File: src/rtl/smf_pkg.sv
// ---------------------------------------------------------------------------
// smf_pkg
// Shared types and constants for the switching median RGB filter.
// ---------------------------------------------------------------------------
package smf_pkg;

   localparam int MAX_WIDTH  = 1024;
   localparam int MAX_WINDOW = 7;
   localparam int MAX_HEIGHT = 1024;

   localparam int PIX_W     = 8;
   localparam int RGB_W     = 3 * PIX_W;
   localparam int POS_W     = 10;
   localparam int CFG_W     = 11;
   localparam int RAD_W     = 2;
   localparam int CSR_IDX_W = 2;

   localparam logic [CSR_IDX_W-1:0] CSR_IMAGE_WIDTH   = 2'd0;
   localparam logic [CSR_IDX_W-1:0] CSR_IMAGE_HEIGHT  = 2'd1;
   localparam logic [CSR_IDX_W-1:0] CSR_WINDOW_RADIUS = 2'd2;

   localparam logic [CFG_W-1:0] WIDTH_RESET  = 11'd640;
   localparam logic [CFG_W-1:0] HEIGHT_RESET = 11'd480;
   localparam logic [RAD_W-1:0] RADIUS_RESET = 2'd1;

   typedef logic [RGB_W-1:0] rgb_type;

   // status a sorter cell shows its right-hand neighbor
   typedef struct packed {
      logic       valid;
      logic [2:0] keep;
   } link_type;

endpackage

File: src/rtl/smf_sort_cell.sv
// ---------------------------------------------------------------------------
// smf_sort_cell
// One insertion-sort cell: holds one sorted entry per color channel.
// ---------------------------------------------------------------------------
module smf_sort_cell (
   input  logic              clock,
   input  logic              reset,
   input  logic              clear,
   input  logic              insert,
   input  smf_pkg::rgb_type  pix,
   input  smf_pkg::rgb_type  left_val,
   input  smf_pkg::link_type left_lnk,
   output smf_pkg::rgb_type  val,
   output smf_pkg::link_type lnk
);

   smf_pkg::rgb_type val_ff, val_in;
   logic             valid_ff, valid_in;
   logic [2:0]       keep;

   always_comb begin
      val_in = val_ff;
      for (int k = 0; k < 3; k++) begin
         keep[k] = valid_ff && (val_ff[k*smf_pkg::PIX_W +: smf_pkg::PIX_W] <=
                                pix[k*smf_pkg::PIX_W +: smf_pkg::PIX_W]);
         if (!keep[k]) begin
            val_in[k*smf_pkg::PIX_W +: smf_pkg::PIX_W] = left_lnk.keep[k] ?
               pix[k*smf_pkg::PIX_W +: smf_pkg::PIX_W] :
               left_val[k*smf_pkg::PIX_W +: smf_pkg::PIX_W];
         end
      end
      valid_in = clear ? 1'b0 : (insert ? (valid_ff | left_lnk.valid) : valid_ff);
   end

   always_ff @(posedge clock) begin
      if (reset) begin
         valid_ff <= 1'b0;
      end else begin
         valid_ff <= valid_in;
      end
      if (insert) begin
         val_ff <= val_in;
      end
   end

   assign val       = val_ff;
   assign lnk.valid = valid_ff;
   assign lnk.keep  = keep;

endmodule

File: src/rtl/smf_sort_chain.sv
// ---------------------------------------------------------------------------
// smf_sort_chain
// Row of sort cells; one pixel inserted per beat, all channels in parallel.
// ---------------------------------------------------------------------------
module smf_sort_chain #(
   parameter int CELLS = 49
) (
   input  logic                     clock,
   input  logic                     reset,
   input  logic                     clear,
   input  logic                     insert,
   input  smf_pkg::rgb_type         pix,
   input  logic [$clog2(CELLS)-1:0] med_idx,
   input  logic [$clog2(CELLS)-1:0] max_idx,
   output smf_pkg::rgb_type         med_val,
   output smf_pkg::rgb_type         min_val,
   output smf_pkg::rgb_type         max_val
);

   smf_pkg::rgb_type  vals [CELLS];
   smf_pkg::link_type lnks [CELLS];
   smf_pkg::link_type head_lnk;

   assign head_lnk.valid = 1'b1;
   assign head_lnk.keep  = 3'b111;

   for (genvar i = 0; i < CELLS; i++) begin : g_cell
      smf_sort_cell u_cell (
         .clock    (clock),
         .reset    (reset),
         .clear    (clear),
         .insert   (insert),
         .pix      (pix),
         .left_val ((i == 0) ? pix : vals[(i == 0) ? 0 : i-1]),
         .left_lnk ((i == 0) ? head_lnk : lnks[(i == 0) ? 0 : i-1]),
         .val      (vals[i]),
         .lnk      (lnks[i])
      );
   end

   assign min_val = vals[0];
   assign med_val = vals[med_idx];
   assign max_val = vals[max_idx];

endmodule
File: config.mk
export PLATFORM = sky130hd
export DESIGN_NAME = smf_sort_chain
export DESIGN_NICKNAME = d
export VERILOG_FILES = /design/src/rtl/smf_pkg.sv /design/src/rtl/smf_sort_cell.sv /design/src/rtl/smf_sort_chain.sv
export SDC_FILE = /design/constraint.sdc
export NUM_CORES = 2
export LEC_CHECK = 0
export BUFFER_PORTS_ARGS = -buffer_cell sky130_fd_sc_hd__buf_2
export CAP_MARGIN = 20
export CORE_AREA = 4 4 467 469
export CTS_CLUSTER_DIAMETER = 100
export CTS_CLUSTER_SIZE = 40
export DETAILED_ROUTE_END_ITERATION = 16
export DIE_AREA = 0 0 471 473
export PLACE_DENSITY_LB_ADDON = 0.1
export SETUP_SLACK_MARGIN = 0.02
export SLEW_MARGIN = 20
export SYNTH_ARGS = -nofsm -noshare
export SYNTH_HDL_FRONTEND = slang
export SYNTH_SLANG_ARGS = --single-unit
File: constraint.sdc
create_clock -name clock -period 8.1 [get_ports clock]
set_input_delay 1.215 -clock clock [delete_from_list [all_inputs] [get_ports clock]]
set_output_delay 1.215 -clock clock [all_outputs]
set_load 0.005 [all_outputs]
### Yosys cells after proc, flatten, opt, wreduce, memory -nomap -nowiden

Index checks and enable logic that the tools add are counted.

| operators by class | value |
|---|---|
| order comparisons | 149 |
| muxes and demuxes | 150 |
| bitwise operators | 197 |
| reductions and logical operators | 295 |

Operator list:

| kind | count |
|---|---|
| $le 8x8->1 | 147 |
| $mux 8 | 144 |
| $reduce_and 2->1 | 147 |
| $bmux 24 s6 | 2 |
| $logic_and 1x1->1 | 147 |
| $not 1->1 | 147 |
| $mux 24 | 4 |
| $or 1x1->1 | 48 |
| $ge 7x7->1 const B | 2 |
| $not 6->7 | 2 |
| $reduce_or 2->1 | 1 |

| word-level totals | value |
|---|---|
| flip-flop bits (word level) | 1225 |
| bits of input ports | 40 |
| output and inout port bits | 72 |
| word-level logic and storage cells | 987 |

### Longest topological paths before layout

| logic depth | value |
|---|---|
| word-level depth | 4 |
| mapped depth | 11 |
| mapped depth without buffers | 8 |

### Modules after synthesis

Synthesis repeated with hierarchy kept, for this count alone.

| unflattened totals | value |
|---|---|
| cell total of the unflattened synthesis | 8671 |
| area total of the unflattened synthesis | 103342.9 µm² |

By module, submodules not included:

| module | instances | cells each | area each (µm²) | seq. area each (µm²) |
|---|---|---|---|---|
| smf_sort_cell (g_cell[0].u_cell ...) | 47 | 147 | 1725.4 | 740.7 |
| smf_sort_chain | 1 | 1471 | 18789.3 | 0.0 |
| smf_sort_cell (g_cell[9].u_cell) | 1 | 146 | 1737.9 | 740.7 |
| smf_sort_cell (g_cell[30].u_cell) | 1 | 145 | 1721.7 | 740.7 |

### Worst setup path before layout

No wires, ideal clock.

| timing path | value |
|---|---|
| kind | in2reg |
| from | input port pix[18] |
| to | register g_cell[32].u_cell.val_ff[20] (data pin) |
| arrival | 4626 ps |
| setup slack | 3143 ps |
| stages | 11 |
| path buffers | 3 |
| cells stage by stage | inv_1 > clkbuf_1 > clkbuf_1 > ha_1 > a21o_1 > a221o_1 > a221oi_1 > o21ai_1 > clkbuf_1 > nand2_1 > o21ai_0 |

| between the ends | value |
|---|---|
| cells in the longest elaborated chain, start to end | 3 |

RTL lines:

| item | line | RTL |
|---|---|---|
| start, declared | smf_sort_chain.sv:12 | `input smf_pkg::rgb_type pix,` |
| $le 8x8->1 | smf_sort_cell.sv:24 | `keep[k] = valid_ff && (val_ff[k*smf_pkg::PIX_W +: smf_pkg::PIX_W] <=` |
| $logic_and 1x1->1 | smf_sort_cell.sv:24 |  |
| $mux 8 | smf_sort_cell.sv:27 | `val_in[k*smf_pkg::PIX_W +: smf_pkg::PIX_W] = left_lnk.keep[k] ?` |
| end signal, assigned | smf_sort_cell.sv:42 | `val_ff <= val_in;` |
| end, declared | smf_sort_cell.sv:17 | `smf_pkg::rgb_type val_ff, val_in;` |

Every way passes these cells.
A chain may end at the register's enable or synchronous reset.

### Final worst setup path

| timing path | value |
|---|---|
| from | input port med_idx[5] |
| to | output port med_val[18] |

| between the ends | value |
|---|---|
| cells in the longest elaborated chain, start to end | 4 |

RTL lines:

| item | line | RTL |
|---|---|---|
| start, declared | smf_sort_chain.sv:13 | `input logic [$clog2(CELLS)-1:0] med_idx,` |
| $not 6->7 (implied by the code) | smf_sort_chain.sv:42 | `assign med_val = vals[med_idx];` |
| $bmux 24 s6 | smf_sort_chain.sv:42 |  |
| $mux 24 (implied by the code) (2 in series) | smf_sort_chain.sv:42 |  |
| end, declared | smf_sort_chain.sv:15 | `output smf_pkg::rgb_type med_val,` |

Every way passes these cells. The select of a mux whose other input is x is not followed.

==> flow_metrics.py <==
metrics = {
    "run_status": {
        "run_status": "complete, no violations",
    },
    "worst_hold_path": {
        "timing.hold.worst.class": "reg2reg",
    },
    "setup_path": {
        "worstPathCellList": "buf_2, nand2b_1, buf_4, o31ai_1, a21oi_1, a21oi_1, nor2_1, buf_2",
        "critPathArrivalTime_ns": 4.74,
        "critical-path-slowest-cell": "nor2_1",
        "critical-path-max-stage-delay_ns": 0.83,
        "critPathCaptureType": "output pin",
        "path_delay_family": "simple AND/OR/NAND/NOR gates",
        "setup.worst_path.class": "in2out",
        "wp_data_required_ns": 6.88,
        "crit_fanout": 31,
        "critical_path.startpoint_type": "input port",
        "cp.buffers_inverters": 3,
    },
    "sta": {
        "timing.clock.skew_ns": 0.0781,
        "timing.final.crit_period_ns": 5.95,
        "tightest_slew_ns": 1.18,
        "finalCritPeriodShare": 0.735,
        "worst_hold_slack_ns": 0.577,
        "finalMaxSlewViolations": 0,
        "setup_viol": 0,
        "hold_viol_final": 0,
        "rsz0062_at_grt": "false",
        "max_freq_ghz": 0.168,
        "timing.slew.headroom": 0.209,
        "fin_ws_ns": 2.15,
        "fin_tns_setup_ns": 0,
    },
    "synth": {
        "synth-main-ff-cell": "edfxtp_1",
        "synth_mux_area_frac": 0.226,
        "synthSimpleGateAreaFrac": 0.0842,
        "number_of_synthesized_flops_with_an_enable_pin": 1176,
        "post_synth_instance_area_um2": 95800,
        "post-synth-top-area-cell": "edfxtp_1",
        "synth_warnings": 0,
        "syn_area_per_cell_um2": 12.0,
        "async_reset_ff_frac": 0,
        "synthDominantCellAreaShare": 0.368,
        "synth_xor_area_frac": 0,
        "combinational_family_with_the_most_area_after_synthesis": "multiplexers",
        "synth_fa_ha_area_frac": 0.154,
        "postSynthNetCount": 9205,
        "synth.ff_latch_count": 1225,
        "synthCells": 7989,
        "synth.distinct_cells": 51,
        "area_fraction_in_compound_gates_after_synthesis": 0.122,
        "netlist_top_cells_area": "edfxtp_1 (37%), ha_1 (15%), mux4_2 (13%)",
        "ys_seq_area_frac": 0.379,
    },
    "grt": {
        "first_global_vias": 70214,
        "overflow": 0,
        "maximum_number_of_pins_on_one_net_before_global_route_repair": 93,
        "grt_pass1_wl_um": 514000,
        "grt_util_all_layers": 0.316,
        "antenna_found_initial": 34,
    },
    "drt": {
        "detailedRoute.firstIterationViolations": 8335,
        "route.final.wire_length_um": 361000,
        "avg_wl_per_cell_um": 33.7,
        "total_drc_errors_in_the_routed_layout": 0,
        "dr_total_vias": 72607,
        "post_drt_via_cell_ratio": 6.78,
        "route.antenna.remaining_nets": 0,
        "total_iterations_of_the_first_detailed_routing_run": 6,
    },
    "clock_network": {
        "cts_made_buffers": 69,
        "clk_latency_ns": 0.79,
        "cts_setup_buffers": 0,
        "clock_tree.buffer_depth": 3,
        "cts-root-buf": "clkbuf_16",
        "post_cts.resized_instances": 0,
        "ctsHtreeMaxLevel": 3,
        "clock_tree_from_tritoncts": "yes",
        "cts.sinks": 1225,
        "clkSlewWorstSetupHoldPaths_ns": 0.11,
        "cts_hold_buffers": 0,
    },
    "die": {
        "coreArea_um2": 214000,
        "die_height_um": 473,
        "core.rowCount": 170,
        "io-pin-count": 112,
        "design.die.area_um2": 223000,
        "floorplan.initialDensity": 0.448,
        "die_x_um": 471,
    },
    "power_and_ir_drop": {
        "power_density_nw_per_um2": 155,
        "cellLeakagePower_nw": 41.2,
        "peakVddDrop_v": 0.000158,
    },
    "cells_and_area": {
        "layout.filler_cells": 19194,
        "syn2layout_area_growth_pct": 5.87,
        "final_layout_size_suffix_gt1_frac": 0.206,
        "fin_area_um2": 101000,
        "ff_latch_area_um2": 36300,
        "multiInputGateArea_um2": 56200,
        "design.final.nets": 9018,
    },
    "place": {
        "placement.setup.worst_slack_ns": 2.31,
        "place.port_buffers": 111,
        "dp_hpwl_um": 257000,
        "place_area_um2": 98900,
        "gp_congestion": 0.932,
    },
    "job": {
        "number_of_maximum_capacitance_violations": 0,
    },
}
[tightest hold or removal path: cells and delay by family (launching register included)]
| family | cells | cell delay, ns |
|---|---|---|
| flip-flops | 1 | 0.37 |
| AND/OR/NAND/NOR | 1 | 0.05 |
| AO/OA/AOI/OAI | 1 | 0.13 |
[power breakdown]
| group | switching (mW) | leakage (nW) | total [mW] | internal, mW |
|---|---|---|---|---|
| combinational | 1.93 | 28.1 | 3.38 | 1.44 |
| clock | 2.70 | 1.20 | 4.52 | 1.82 |
| sequential | 0.531 | 11.9 | 7.88 | 7.35 |
| total | 5.16 | 41.2 | 15.8 | 10.6 |
[placed cells by master, fill, tap and decap left out, types with 19 or more instances in the layout]
master / n
ha_1: 1176
edfxtp_1: 1176
mux2_2: 658
nand2_1: 623
o21ai_0: 622
mux4_2: 546
a21oi_1: 357
a21o_1: 308
nor2b_1: 243
inv_1: 238
mux2i_1: 196
and3_1: 160
nor2_1: 159
buf_4: 121
nand4_1: 113
buf_2: 101
o22ai_1: 86
and2_1: 85
and4_1: 81
a221oi_1: 80
o21ai_1: 80
a221o_1: 79
clkbuf_16: 69
nand2b_1: 63
o311a_1: 52
dfxtp_1: 48
a211oi_1: 44
o211ai_1: 30
o311ai_0: 23
clkinv_2: 22
nand3_1: 21
diode_2: 19
[metal layers]
layer | up-vias | track usage | wire length [µm]
li1 | 31209 | - | -
met5 | - | 0 | 130
met4 | 22 | 0.156 | 19700
met1 | 37085 | 0.421 | 145000
met2 | 3587 | 0.503 | 165000
met3 | 704 | 0.0493 | 30000
[final timing paths]
path	from	end	slack, ns	cells after the start
setup / recovery	med_idx[5]	med_val[18]	2.15	8
hold / removal	g_cell[26].u_cell.valid_ff	g_cell[26].u_cell.valid_ff	0.58	2
setup reg to reg	g_cell[0].u_cell.val[15]	g_cell[0].u_cell.val[8]	5.14	5
hold reg to reg	g_cell[26].u_cell.valid_ff	g_cell[26].u_cell.valid_ff	0.58	2
[metrics by stage]
step / std cells / power, mW / util
after detailed placement: 10567 / 11.3 / 0.462
after CTS: 10689 / 15.8 / 0.474
final: 10710 / 15.8 / 0.474
after global routing: 10694 / 16.4 / 0.474
after global placement: 10566 / 11.2 / 0.462
after floorplan: 7989 / 9.97 / -
[cells in the mapped netlist, drive strengths merged, types with 86 or more instances]
cell	number
clkbuf	277
and3	160
nand4	113
ha	1176
mux2i	196
mux4	546
buf	228
edfxtp	1176
nor2b	245
o22ai	86
a21oi	357
inv	259
o21ai	702
nor2	161
nand2	623
a21o	308
mux2	658
[registers in the layout, indices dropped and copies added (netlist names)]
register                cells
g_cell.u_cell.val        1176
g_cell.u_cell.valid_ff     49
[area by class of cell]
type                       count  share of cell area
antenna                       19            0.000469
clock buffer                  70              0.0171
clock inverter                52             0.00772
inverter                     259             0.00988
multi-input combinational   6000               0.554
sequential                  1225               0.358
tap                         2838              0.0350
timing repair buffer         247              0.0184
[cells by family after synthesis]
logic type               count (synthesis)
adder cells (fa/ha/maj)               1176
AND/OR/NAND/NOR                       1574
flip-flops                            1225
buffers and inverters                  764
multiplexers                          1400
AO/OA/AOI/OAI                         1850
(Power assumes the default switching activity.)
